## src/rtl/core/fdsd_pkg.sv

```systemverilog
`timescale 1ns / 1ps

package fdsd_pkg;

    localparam int DIGIT_COUNT_DEF = 4;

    localparam logic CMD_TICK = 1'b0;
    localparam logic CMD_LOAD = 1'b1;

    localparam logic [7:0] DATA_CMD_BYTE = 8'h40;
    localparam logic [7:0] ADDR_CMD_BYTE = 8'hC0;

    localparam logic [3:0] BITS_PER_BYTE = 4'd8;

    // n / 10 == (n * 52429) >> 19 for every 16-bit n
    localparam logic [31:0] DIV10_MAGIC = 32'd52429;
    localparam int          DIV10_SHIFT = 19;

    typedef enum logic [14:0] {
        PH_IDLE = 15'b000000000000001,
        PH_S1   = 15'b000000000000010,
        PH_S2   = 15'b000000000000100,
        PH_S3   = 15'b000000000001000,
        PH_WD   = 15'b000000000010000,
        PH_WH   = 15'b000000000100000,
        PH_WL   = 15'b000000001000000,
        PH_AZ   = 15'b000000010000000,
        PH_AR   = 15'b000000100000000,
        PH_AH   = 15'b000001000000000,
        PH_AL   = 15'b000010000000000,
        PH_P1   = 15'b000100000000000,
        PH_P2   = 15'b001000000000000,
        PH_P3   = 15'b010000000000000,
        PH_P4   = 15'b100000000000000
    } phase_t;

    typedef struct packed {
        logic done_res;
        logic busy_res;
        logic dio_released;
        logic dio_level;
        logic clk_level;
    } result_t;

    function automatic logic [7:0] seg_code(input logic [3:0] digit);
        logic [7:0] code;
        case (digit)
            4'd0:    code = 8'h3F;
            4'd1:    code = 8'h06;
            4'd2:    code = 8'h5B;
            4'd3:    code = 8'h4F;
            4'd4:    code = 8'h66;
            4'd5:    code = 8'h6D;
            4'd6:    code = 8'h7D;
            4'd7:    code = 8'h07;
            4'd8:    code = 8'h7F;
            4'd9:    code = 8'h67;
            default: code = 8'h00;
        endcase
        return code;
    endfunction

endpackage

```

## src/rtl/core/four_digit_segment_serial_driver_core.sv

```systemverilog
`timescale 1ns / 1ps

// Channel  | Dir | Signals                     | Contents
// ---------+-----+-----------------------------+-----------------------------------
// s_axis   | in  | tvalid tready tdata tuser   | tuser command, tdata number/bright
// m_axis   | out | tvalid tready tdata tlast   | tdata pin levels/busy, tlast done
//
// One input transfer per cycle while the output buffer has room, one result
// transfer per input through the result register; a two-entry output buffer keeps
// input flowing while a result waits. The decimal split starts on a load and runs
// behind the pin sequence, one place per cycle through one multiplier.
// Reset puts the pins at clock high, data high, driven, and the sequencer idle.

module four_digit_segment_serial_driver_core #(
    parameter int DIGIT_COUNT = fdsd_pkg::DIGIT_COUNT_DEF
) (
    input  logic        clk,
    input  logic        rst_n,
    input  logic        s_axis_tvalid,
    output logic        s_axis_tready,
    input  logic [23:0] s_axis_tdata,   // [15:0] number, [23:16] brightness
    input  logic        s_axis_tuser,   // [0] command
    output logic        m_axis_tvalid,
    input  logic        m_axis_tready,
    output logic [7:0]  m_axis_tdata,   // [0] clk_level, [1] dio_level,
                                        // [2] dio_released, [3] busy_res, [7:4] 0
    output logic        m_axis_tlast    // done_res
);
    import fdsd_pkg::*;

    localparam int IDX_W = (DIGIT_COUNT > 1) ? $clog2(DIGIT_COUNT) : 1;
    localparam logic [3:0] LAST_FRAME = 4'(DIGIT_COUNT + 2);
    localparam logic [3:0] LAST_SEG_FRAME = 4'(DIGIT_COUNT + 1);

    phase_t     phase_reg,      phase_next;
    logic [3:0] frame_reg,      frame_next;
    logic [3:0] bit_cnt_reg,    bit_cnt_next;
    logic [7:0] shift_reg,      shift_next;
    logic [7:0] bright_reg,     bright_next;
    logic       clk_lvl_reg,    clk_lvl_next;
    logic       dio_lvl_reg,    dio_lvl_next;
    logic       rel_reg,        rel_next;

    logic             in_acc;
    logic             digit_start;
    logic             done;
    logic [3:0]       frame_sel;
    logic [IDX_W-1:0] seg_idx;
    logic [7:0]       seg_data;
    logic [7:0]       frame_byte;
    logic [3:0]       bit_cnt_inc;
    result_t          res;
    result_t          out_res;

    assign in_acc = s_axis_tvalid && s_axis_tready;

    // byte that the next frame shifts out
    assign frame_sel = (phase_reg == PH_AL) ? frame_reg + 4'd1 : frame_reg;
    assign seg_idx   = IDX_W'(frame_sel - 4'd2);

    always_comb
    begin
        if (frame_sel == 4'd0)
        begin
            frame_byte = DATA_CMD_BYTE;
        end
        else if (frame_sel == 4'd1)
        begin
            frame_byte = ADDR_CMD_BYTE;
        end
        else if (frame_sel <= LAST_SEG_FRAME)
        begin
            frame_byte = seg_data;
        end
        else if (frame_sel == LAST_FRAME)
        begin
            frame_byte = bright_reg;
        end
        else
        begin
            frame_byte = 8'h00;
        end
    end

    assign bit_cnt_inc = bit_cnt_reg + 4'd1;

    always_comb
    begin
        phase_next   = phase_reg;
        frame_next   = frame_reg;
        bit_cnt_next = bit_cnt_reg;
        shift_next   = shift_reg;
        bright_next  = bright_reg;
        clk_lvl_next = clk_lvl_reg;
        dio_lvl_next = dio_lvl_reg;
        rel_next     = rel_reg;
        digit_start  = 1'b0;
        done         = 1'b0;

        if (in_acc)
        begin
            if (s_axis_tuser == CMD_LOAD)
            begin
                // drop loads while a sequence is running
                if (phase_reg == PH_IDLE)
                begin
                    digit_start  = 1'b1;
                    bright_next  = s_axis_tdata[23:16];
                    frame_next   = 4'd0;
                    bit_cnt_next = 4'd0;
                    phase_next   = PH_S1;
                end
            end
            else
            begin
                case (phase_reg)
                    PH_S1:
                    begin
                        clk_lvl_next = 1'b1;
                        phase_next   = PH_S2;
                    end
                    PH_S2:
                    begin
                        dio_lvl_next = 1'b1;
                        phase_next   = PH_S3;
                    end
                    PH_S3:
                    begin
                        dio_lvl_next = 1'b0;
                        shift_next   = frame_byte;
                        bit_cnt_next = 4'd0;
                        phase_next   = PH_WD;
                    end
                    PH_WD:
                    begin
                        clk_lvl_next = 1'b0;
                        rel_next     = 1'b0;
                        dio_lvl_next = shift_reg[0];
                        phase_next   = PH_WH;
                    end
                    PH_WH:
                    begin
                        clk_lvl_next = 1'b1;
                        phase_next   = PH_WL;
                    end
                    PH_WL:
                    begin
                        clk_lvl_next = 1'b0;
                        shift_next   = shift_reg >> 1;
                        bit_cnt_next = bit_cnt_inc;
                        phase_next   = (bit_cnt_inc >= BITS_PER_BYTE) ? PH_AZ : PH_WD;
                    end
                    PH_AZ:
                    begin
                        dio_lvl_next = 1'b0;
                        phase_next   = PH_AR;
                    end
                    PH_AR:
                    begin
                        rel_next   = 1'b1;
                        phase_next = PH_AH;
                    end
                    PH_AH:
                    begin
                        clk_lvl_next = 1'b1;
                        phase_next   = PH_AL;
                    end
                    PH_AL:
                    begin
                        clk_lvl_next = 1'b0;
                        // address byte and segment bytes run back to back in one frame
                        if (frame_reg >= 4'd1 && frame_reg <= 4'(DIGIT_COUNT))
                        begin
                            frame_next   = frame_sel;
                            shift_next   = frame_byte;
                            bit_cnt_next = 4'd0;
                            phase_next   = PH_WD;
                        end
                        else
                        begin
                            phase_next = PH_P1;
                        end
                    end
                    PH_P1:
                    begin
                        rel_next     = 1'b0;
                        clk_lvl_next = 1'b0;
                        phase_next   = PH_P2;
                    end
                    PH_P2:
                    begin
                        dio_lvl_next = 1'b0;
                        phase_next   = PH_P3;
                    end
                    PH_P3:
                    begin
                        clk_lvl_next = 1'b1;
                        phase_next   = PH_P4;
                    end
                    PH_P4:
                    begin
                        dio_lvl_next = 1'b1;
                        if (frame_reg >= LAST_FRAME)
                        begin
                            done       = 1'b1;
                            frame_next = 4'd0;
                            phase_next = PH_IDLE;
                        end
                        else
                        begin
                            // stop's last step doubles as the next start's first
                            frame_next = frame_reg + 4'd1;
                            phase_next = PH_S2;
                        end
                    end
                    default:
                    begin
                        phase_next = PH_IDLE;
                    end
                endcase
            end
        end
    end

    always_ff @(posedge clk or negedge rst_n)
    begin
        if (!rst_n)
        begin
            phase_reg   <= PH_IDLE;
            frame_reg   <= 4'd0;
            bit_cnt_reg <= 4'd0;
            shift_reg   <= 8'h00;
            bright_reg  <= 8'h00;
            clk_lvl_reg <= 1'b1;
            dio_lvl_reg <= 1'b1;
            rel_reg     <= 1'b0;
        end
        else
        begin
            phase_reg   <= phase_next;
            frame_reg   <= frame_next;
            bit_cnt_reg <= bit_cnt_next;
            shift_reg   <= shift_next;
            bright_reg  <= bright_next;
            clk_lvl_reg <= clk_lvl_next;
            dio_lvl_reg <= dio_lvl_next;
            rel_reg     <= rel_next;
        end
    end

    fdsd_digit_unit #(
        .DIGIT_COUNT(DIGIT_COUNT)
    ) u_digit (
        .clk     (clk),
        .rst_n   (rst_n),
        .start   (digit_start),
        .number  (s_axis_tdata[15:0]),
        .rd_idx  (seg_idx),
        .rd_data (seg_data)
    );

    assign res.clk_level    = clk_lvl_next;
    assign res.dio_level    = dio_lvl_next;
    assign res.dio_released = rel_next;
    assign res.busy_res     = (phase_next != PH_IDLE);
    assign res.done_res     = done;

    fdsd_out_buf u_out (
        .clk        (clk),
        .rst_n      (rst_n),
        .push       (in_acc),
        .push_data  (res),
        .push_ready (s_axis_tready),
        .out_valid  (m_axis_tvalid),
        .out_ready  (m_axis_tready),
        .out_data   (out_res)
    );

    assign m_axis_tdata = {4'b0000, out_res.busy_res, out_res.dio_released,
                           out_res.dio_level, out_res.clk_level};
    assign m_axis_tlast = out_res.done_res;

`ifndef ASSERT_OFF
    a_load_starts: assert property (@(posedge clk) disable iff (!rst_n)
        (in_acc && s_axis_tuser == CMD_LOAD && phase_reg == PH_IDLE) |=> (phase_reg == PH_S1))
        else $error("load while idle did not start a sequence");

    a_frame_range: assert property (@(posedge clk) disable iff (!rst_n)
        frame_reg <= LAST_FRAME)
        else $error("frame index past last frame");

    a_bit_range: assert property (@(posedge clk) disable iff (!rst_n)
        bit_cnt_reg <= BITS_PER_BYTE)
        else $error("bit count past one byte");

    a_done_idle: assert property (@(posedge clk) disable iff (!rst_n)
        done |=> (phase_reg == PH_IDLE && frame_reg == 4'd0))
        else $error("sequencer not idle after completion");
`endif

endmodule

```

## src/rtl/core/fdsd_digit_unit.sv

```systemverilog
`timescale 1ns / 1ps

module fdsd_digit_unit #(
    parameter int DIGIT_COUNT = fdsd_pkg::DIGIT_COUNT_DEF,
    localparam int IDX_W = (DIGIT_COUNT > 1) ? $clog2(DIGIT_COUNT) : 1
) (
    input  logic             clk,
    input  logic             rst_n,
    input  logic             start,
    input  logic [15:0]      number,
    input  logic [IDX_W-1:0] rd_idx,
    output logic [7:0]       rd_data
);
    import fdsd_pkg::*;

    localparam logic [IDX_W-1:0] LAST_IDX = IDX_W'(DIGIT_COUNT - 1);

    logic             active_reg;
    logic [IDX_W-1:0] idx_reg;
    logic [15:0]      work_reg;
    logic [7:0]       seg_reg [DIGIT_COUNT];

    logic [31:0] prod;
    logic [15:0] quot;
    logic [15:0] quot_x10;
    logic [3:0]  rem;

    // one decimal place per cycle, lowest place first
    assign prod     = {16'b0, work_reg} * DIV10_MAGIC;
    assign quot     = 16'(prod[31:DIV10_SHIFT]);
    assign quot_x10 = (quot << 3) + (quot << 1);
    assign rem      = 4'(work_reg - quot_x10);

    always_ff @(posedge clk or negedge rst_n)
    begin
        if (!rst_n)
        begin
            active_reg <= 1'b0;
            idx_reg    <= '0;
        end
        else if (start)
        begin
            active_reg <= 1'b1;
            idx_reg    <= LAST_IDX;
        end
        else if (active_reg)
        begin
            if (idx_reg == '0)
            begin
                active_reg <= 1'b0;
            end
            else
            begin
                idx_reg <= idx_reg - IDX_W'(1);
            end
        end
    end

    always_ff @(posedge clk)
    begin
        if (start)
        begin
            work_reg <= number;
        end
        else if (active_reg)
        begin
            work_reg         <= quot;
            seg_reg[idx_reg] <= seg_code(rem);
        end
    end

    assign rd_data = seg_reg[rd_idx];

`ifndef ASSERT_OFF
    a_idx_range: assert property (@(posedge clk) disable iff (!rst_n)
        active_reg |-> (idx_reg <= LAST_IDX))
        else $error("digit index out of range");

    a_no_restart: assert property (@(posedge clk) disable iff (!rst_n)
        (active_reg && idx_reg == '0 && !start) |=> !active_reg)
        else $error("digit unit kept running after last place");
`endif

endmodule

```

## src/rtl/core/fdsd_out_buf.sv

```systemverilog
`timescale 1ns / 1ps

module fdsd_out_buf (
    input  logic              clk,
    input  logic              rst_n,
    input  logic              push,
    input  fdsd_pkg::result_t push_data,
    output logic              push_ready,
    output logic              out_valid,
    input  logic              out_ready,
    output fdsd_pkg::result_t out_data
);
    import fdsd_pkg::*;

    logic    out_valid_reg;
    logic    skid_valid_reg;
    result_t out_reg;
    result_t skid_reg;

    assign push_ready = !skid_valid_reg;
    assign out_valid  = out_valid_reg;
    assign out_data   = out_reg;

    always_ff @(posedge clk or negedge rst_n)
    begin
        if (!rst_n)
        begin
            out_valid_reg  <= 1'b0;
            skid_valid_reg <= 1'b0;
        end
        else if (!out_valid_reg || out_ready)
        begin
            // output slot frees up: drain the skid first
            if (skid_valid_reg)
            begin
                skid_valid_reg <= 1'b0;
                out_valid_reg  <= 1'b1;
            end
            else
            begin
                out_valid_reg <= push;
            end
        end
        else if (push)
        begin
            skid_valid_reg <= 1'b1;
        end
    end

    always_ff @(posedge clk)
    begin
        if (!out_valid_reg || out_ready)
        begin
            out_reg <= skid_valid_reg ? skid_reg : push_data;
        end
        else if (push)
        begin
            skid_reg <= push_data;
        end
    end

`ifndef ASSERT_OFF
    a_skid_needs_out: assert property (@(posedge clk) disable iff (!rst_n)
        skid_valid_reg |-> out_valid_reg)
        else $error("skid holds a result while output slot is empty");

    a_skid_drains: assert property (@(posedge clk) disable iff (!rst_n)
        (skid_valid_reg && out_ready) |=> (out_valid_reg && !skid_valid_reg))
        else $error("skid did not move to output");
`endif

endmodule

```

## config.mk

```make
export PLATFORM = sky130hd
export DESIGN_NAME = four_digit_segment_serial_driver_core
export DESIGN_NICKNAME = d
export VERILOG_FILES = /design/src/rtl/core/fdsd_pkg.sv /design/src/rtl/core/four_digit_segment_serial_driver_core.sv /design/src/rtl/core/fdsd_digit_unit.sv /design/src/rtl/core/fdsd_out_buf.sv
export SDC_FILE = /design/constraint.sdc
export NUM_CORES = 1
export LEC_CHECK = 0
export BUFFER_PORTS_ARGS = -buffer_cell sky130_fd_sc_hd__buf_4
export CAP_MARGIN = 30
export CORE_MARGIN = 10
export CORE_UTILIZATION = 51
export CTS_CLUSTER_DIAMETER = 40
export DETAILED_ROUTE_END_ITERATION = 8
export PLACE_DENSITY_LB_ADDON = 0.08
export SLEW_MARGIN = 15
export SYNTH_ARGS = -nofsm -noshare
export SYNTH_HDL_FRONTEND = slang
export SYNTH_SLANG_ARGS = --single-unit
export TNS_END_PERCENT = 30
```

## constraint.sdc

```tcl
create_clock -name clk -period 8.64 [get_ports clk]
set_input_delay 1.728 -clock clk [delete_from_list [all_inputs] [get_ports clk]]
set_output_delay 1.728 -clock clk [all_outputs]
set_load 0.01 [all_outputs]
```

==> impl_results.md <==
* Clk slew on worst S/H paths at 80 ps
* Clock buffer count from CTS at 9
* Synth unique cells at 81
* Critical Path RT at 8790 ps
* Antenna Nets Post-Route at 0
* Max FFs per register at 28
* Drc violations at 0
* Sequential-to-total area share from yosys stat at 28.7%
* RSZ-0062 raised after global routing: no
* Layout area overhead at 7.91%
* DRT iter0 DRCs at 362
* Crit share post-route at 83.0%
* Die width at 158 um
* Post-CTS Resized at 0
* CP dominant cell by count: fa_1
* Min cycle time layout at 7170 ps
* Arr. time, crit path at 7320 ps
* Setup bufs post-CTS at 0
* Startpoint Class: register
* Number of synthesized register bits at 101
* Hold-fix buffers, CTS at 0
* Max-cap violations at 0
* Worst rel slew slack at 37.2%
* EDFF count, synth at 54
* Share of post-route cells with drive strength above 1 at 9.63%
* Final Hold Viols at 0
* DRT Pass-1 Iters at 4
* Antenna cells at 0
* Worst path bufs/invs at 4
* DIE HEIGHT at 158 um
* Via/cell ratio at 5.43
* Slew @ Worst Pin at 942 ps
* CTS H-tree lvls at 3
* Yosys warns at 0
* Via Count at 6570
* Nets at 1227
* Total core area at 18800 um2
* Clock Tree Buf Depth at 2
* WL per Instance at 18.2 um
* Crit-path leading delay family: adder cells
* Maximum clock rate at 139 MHz
* Worst slack, placed at 1520 ps
* Setup ws final at 1470 ps
* Syn avg cell area at 10.3 um2
* Worst Hold Slack at 479 ps
* Setup TNS at 0 ps
* CP Class: reg2reg
* Port Buffers at 35
* Cells after Synth at 945
* Slew Limit Fails at 0
* Final Skew at 12.6 ps
* Post-synth top area share at 18.9%
* Mapped cell area at 9760 um2
* Synth top area cells: ha_1, edfxtp_1, fa_1, dfrtp_1, inv_1
* # fillers at 1702
* Io pins at 40
* Largest stage delay, worst path at 650 ps
* Number of global-route vias before repair at 6684
* Row count at 50
* Total track usage at 18.6%
* Die area at 25100 um2
* Grt total ovfl at 0
* Synth area leader: ha_1
* Initial Util at 52.0%
* TritonCTS clock tree: built
* Main synth FF type: edfxtp_1
* First-pass GRT wire length at 36.3 mm
* Endpoint class of the critical path: register
* Final HPWL DP at 18.0 mm
* Routability cong. at 0.902
* CTS Sinks at 101
* Register area at 2800 um2
* Largest net degree at the start of global routing at 48
* Critical path peak fanout at 8
* Area occupied by multi-input gates at 6200 um2
* CP max stage cell: or4_1
* Outcome: complete, no violations
* Worst path cell trace: ha_1 -> inv_1 -> fa_1 -> inv_1 -> fa_1 -> fa_1 -> fa_1 -> inv_1 -> fa_1 -> inv_1 -> ha_1 -> nand4_1 -> or4_1 -> o21bai_1 -> a21oi_1 -> xnor2_1 -> ha_1 -> xor2_1 -> nand2_1 -> o21ai_0 -> mux2i_1 -> a31oi_1
* Min-delay worst type: reg2reg
* Final setup fails at 0
* Clk root buf: clkbuf_16
* Share of async-settable or async-resettable flops after synthesis at 46.5%
* DRT Wirelength at 22.1 mm
* Worst skew pair latency at 360 ps
* Antenna violations before repair at 0
tightest hold or removal path, stage by stage, from the launching register on:
cell and delay (ps):
dfrtp_1 350, nand2_1 50, nand2_1 50
cells by family (layout without fill, tap and decap cells):
kind of cell / Yosys count / in the layout / share of synthesized area, %
muxes: 17 / 17 / 2.62
DFF: 101 / 101 / 28.7
buffers and inverters: 194 / 222 / 7.87
adders and majority gates: 227 / 227 / 35.3
xor gates and xnor gates: 38 / 38 / 3.76
AOI/OAI and AO/OA: 131 / 131 / 9.20
and+or+nand+nor: 236 / 236 / 12.5
other: 1 / 4 / 0.0384
Yosys cell counts (6+ instances only):
cell type	number
inv_1	165
ha_1	147
nand2_1	95
fa_1	80
edfxtp_1	54
dfrtp_1	44
nor2_1	44
o21ai_0	32
a21oi_1	26
xnor2_1	18
xor2_1	18
nor3_1	16
buf_2	12
nand3_1	12
and3_1	10
a21o_1	9
a31oi_1	8
clkbuf_1	8
a221oi_1	7
o22ai_1	7
mux2i_1	6
mux4_2	6
nand2b_1	6
nand4_1	6
o41ai_1	6
cell usage in the layout (no fill, tap or decap), types with 4 or more instances in the layout:
master     synthesis  final
inv_1            165    165
ha_1             147    147
nand2_1           95     95
fa_1              80     80
edfxtp_1          54     54
nor2_1            44     44
dfrtp_1           44     44
buf_4              4     37
o21ai_0           32     32
a21oi_1           26     26
xnor2_1           18     18
xor2_1            18     18
nor3_1            16     16
nand3_1           12     12
and3_1            10     10
a21o_1             9      9
clkbuf_16          0      9
a31oi_1            8      8
o22ai_1            7      7
a221oi_1           7      7
nand2b_1           6      6
o41ai_1            6      6
nand4_1            6      6
mux2i_1            6      6
mux4_2             6      6
nor4_1             5      5
nand3b_1           5      5
o31ai_1            5      5
or3_1              4      4
nor2b_1            4      4
mux2_2             4      4
and2_1             4      4
conb_1             1      4
through the flow:
stage	util (%)	cell area, um2	cells
3_3_place_gp	54.3	10200	1192
5_1_grt	56.1	10500	1210
2_1_floorplan	-	9770	948
6_report	56.1	10500	1210
3_5_place_dp	54.3	10200	1192
4_1_cts	56.0	10500	1208
path summary, 6_finish.rpt:
path,startpoint,end,slack (ps),depth (start not counted)
max in group asynchronous,rst_n,bright_reg[5],6830,1
hold / removal,bright_reg[6],bright_reg[6],480,2
hold reg to reg,bright_reg[6],bright_reg[6],480,2
setup reg to reg,u_digit.work_reg[3],u_digit.seg_reg[1][2],1470,22
min in group asynchronous,rst_n,phase_reg[9],1380,1
setup / recovery,u_digit.work_reg[3],u_digit.seg_reg[1][2],1470,22
layout make-up:
type	count	share of cell area [%]
Clock buffer	9	2.14
Clock inverter	7	0.820
Inverter	167	5.95
Multi-Input combinational cell	653	58.9
Sequential cell	101	26.6
Tap cell	234	2.78
Timing Repair Buffer	39	2.83
metal layers:
metal / wire [um] / vias up / GRT usage [%]
met4: 174 / 0 / 3.31
li1: - / 3265 / -
met5: 0 / - / 0
met3: 1050 / 13 / 3.70
met1: 11100 / 3170 / 27.4
met2: 9760 / 122 / 28.0
Power is not shown: default switching activity piles up to over one toggle a cycle in this logic, so the estimate is an artifact.
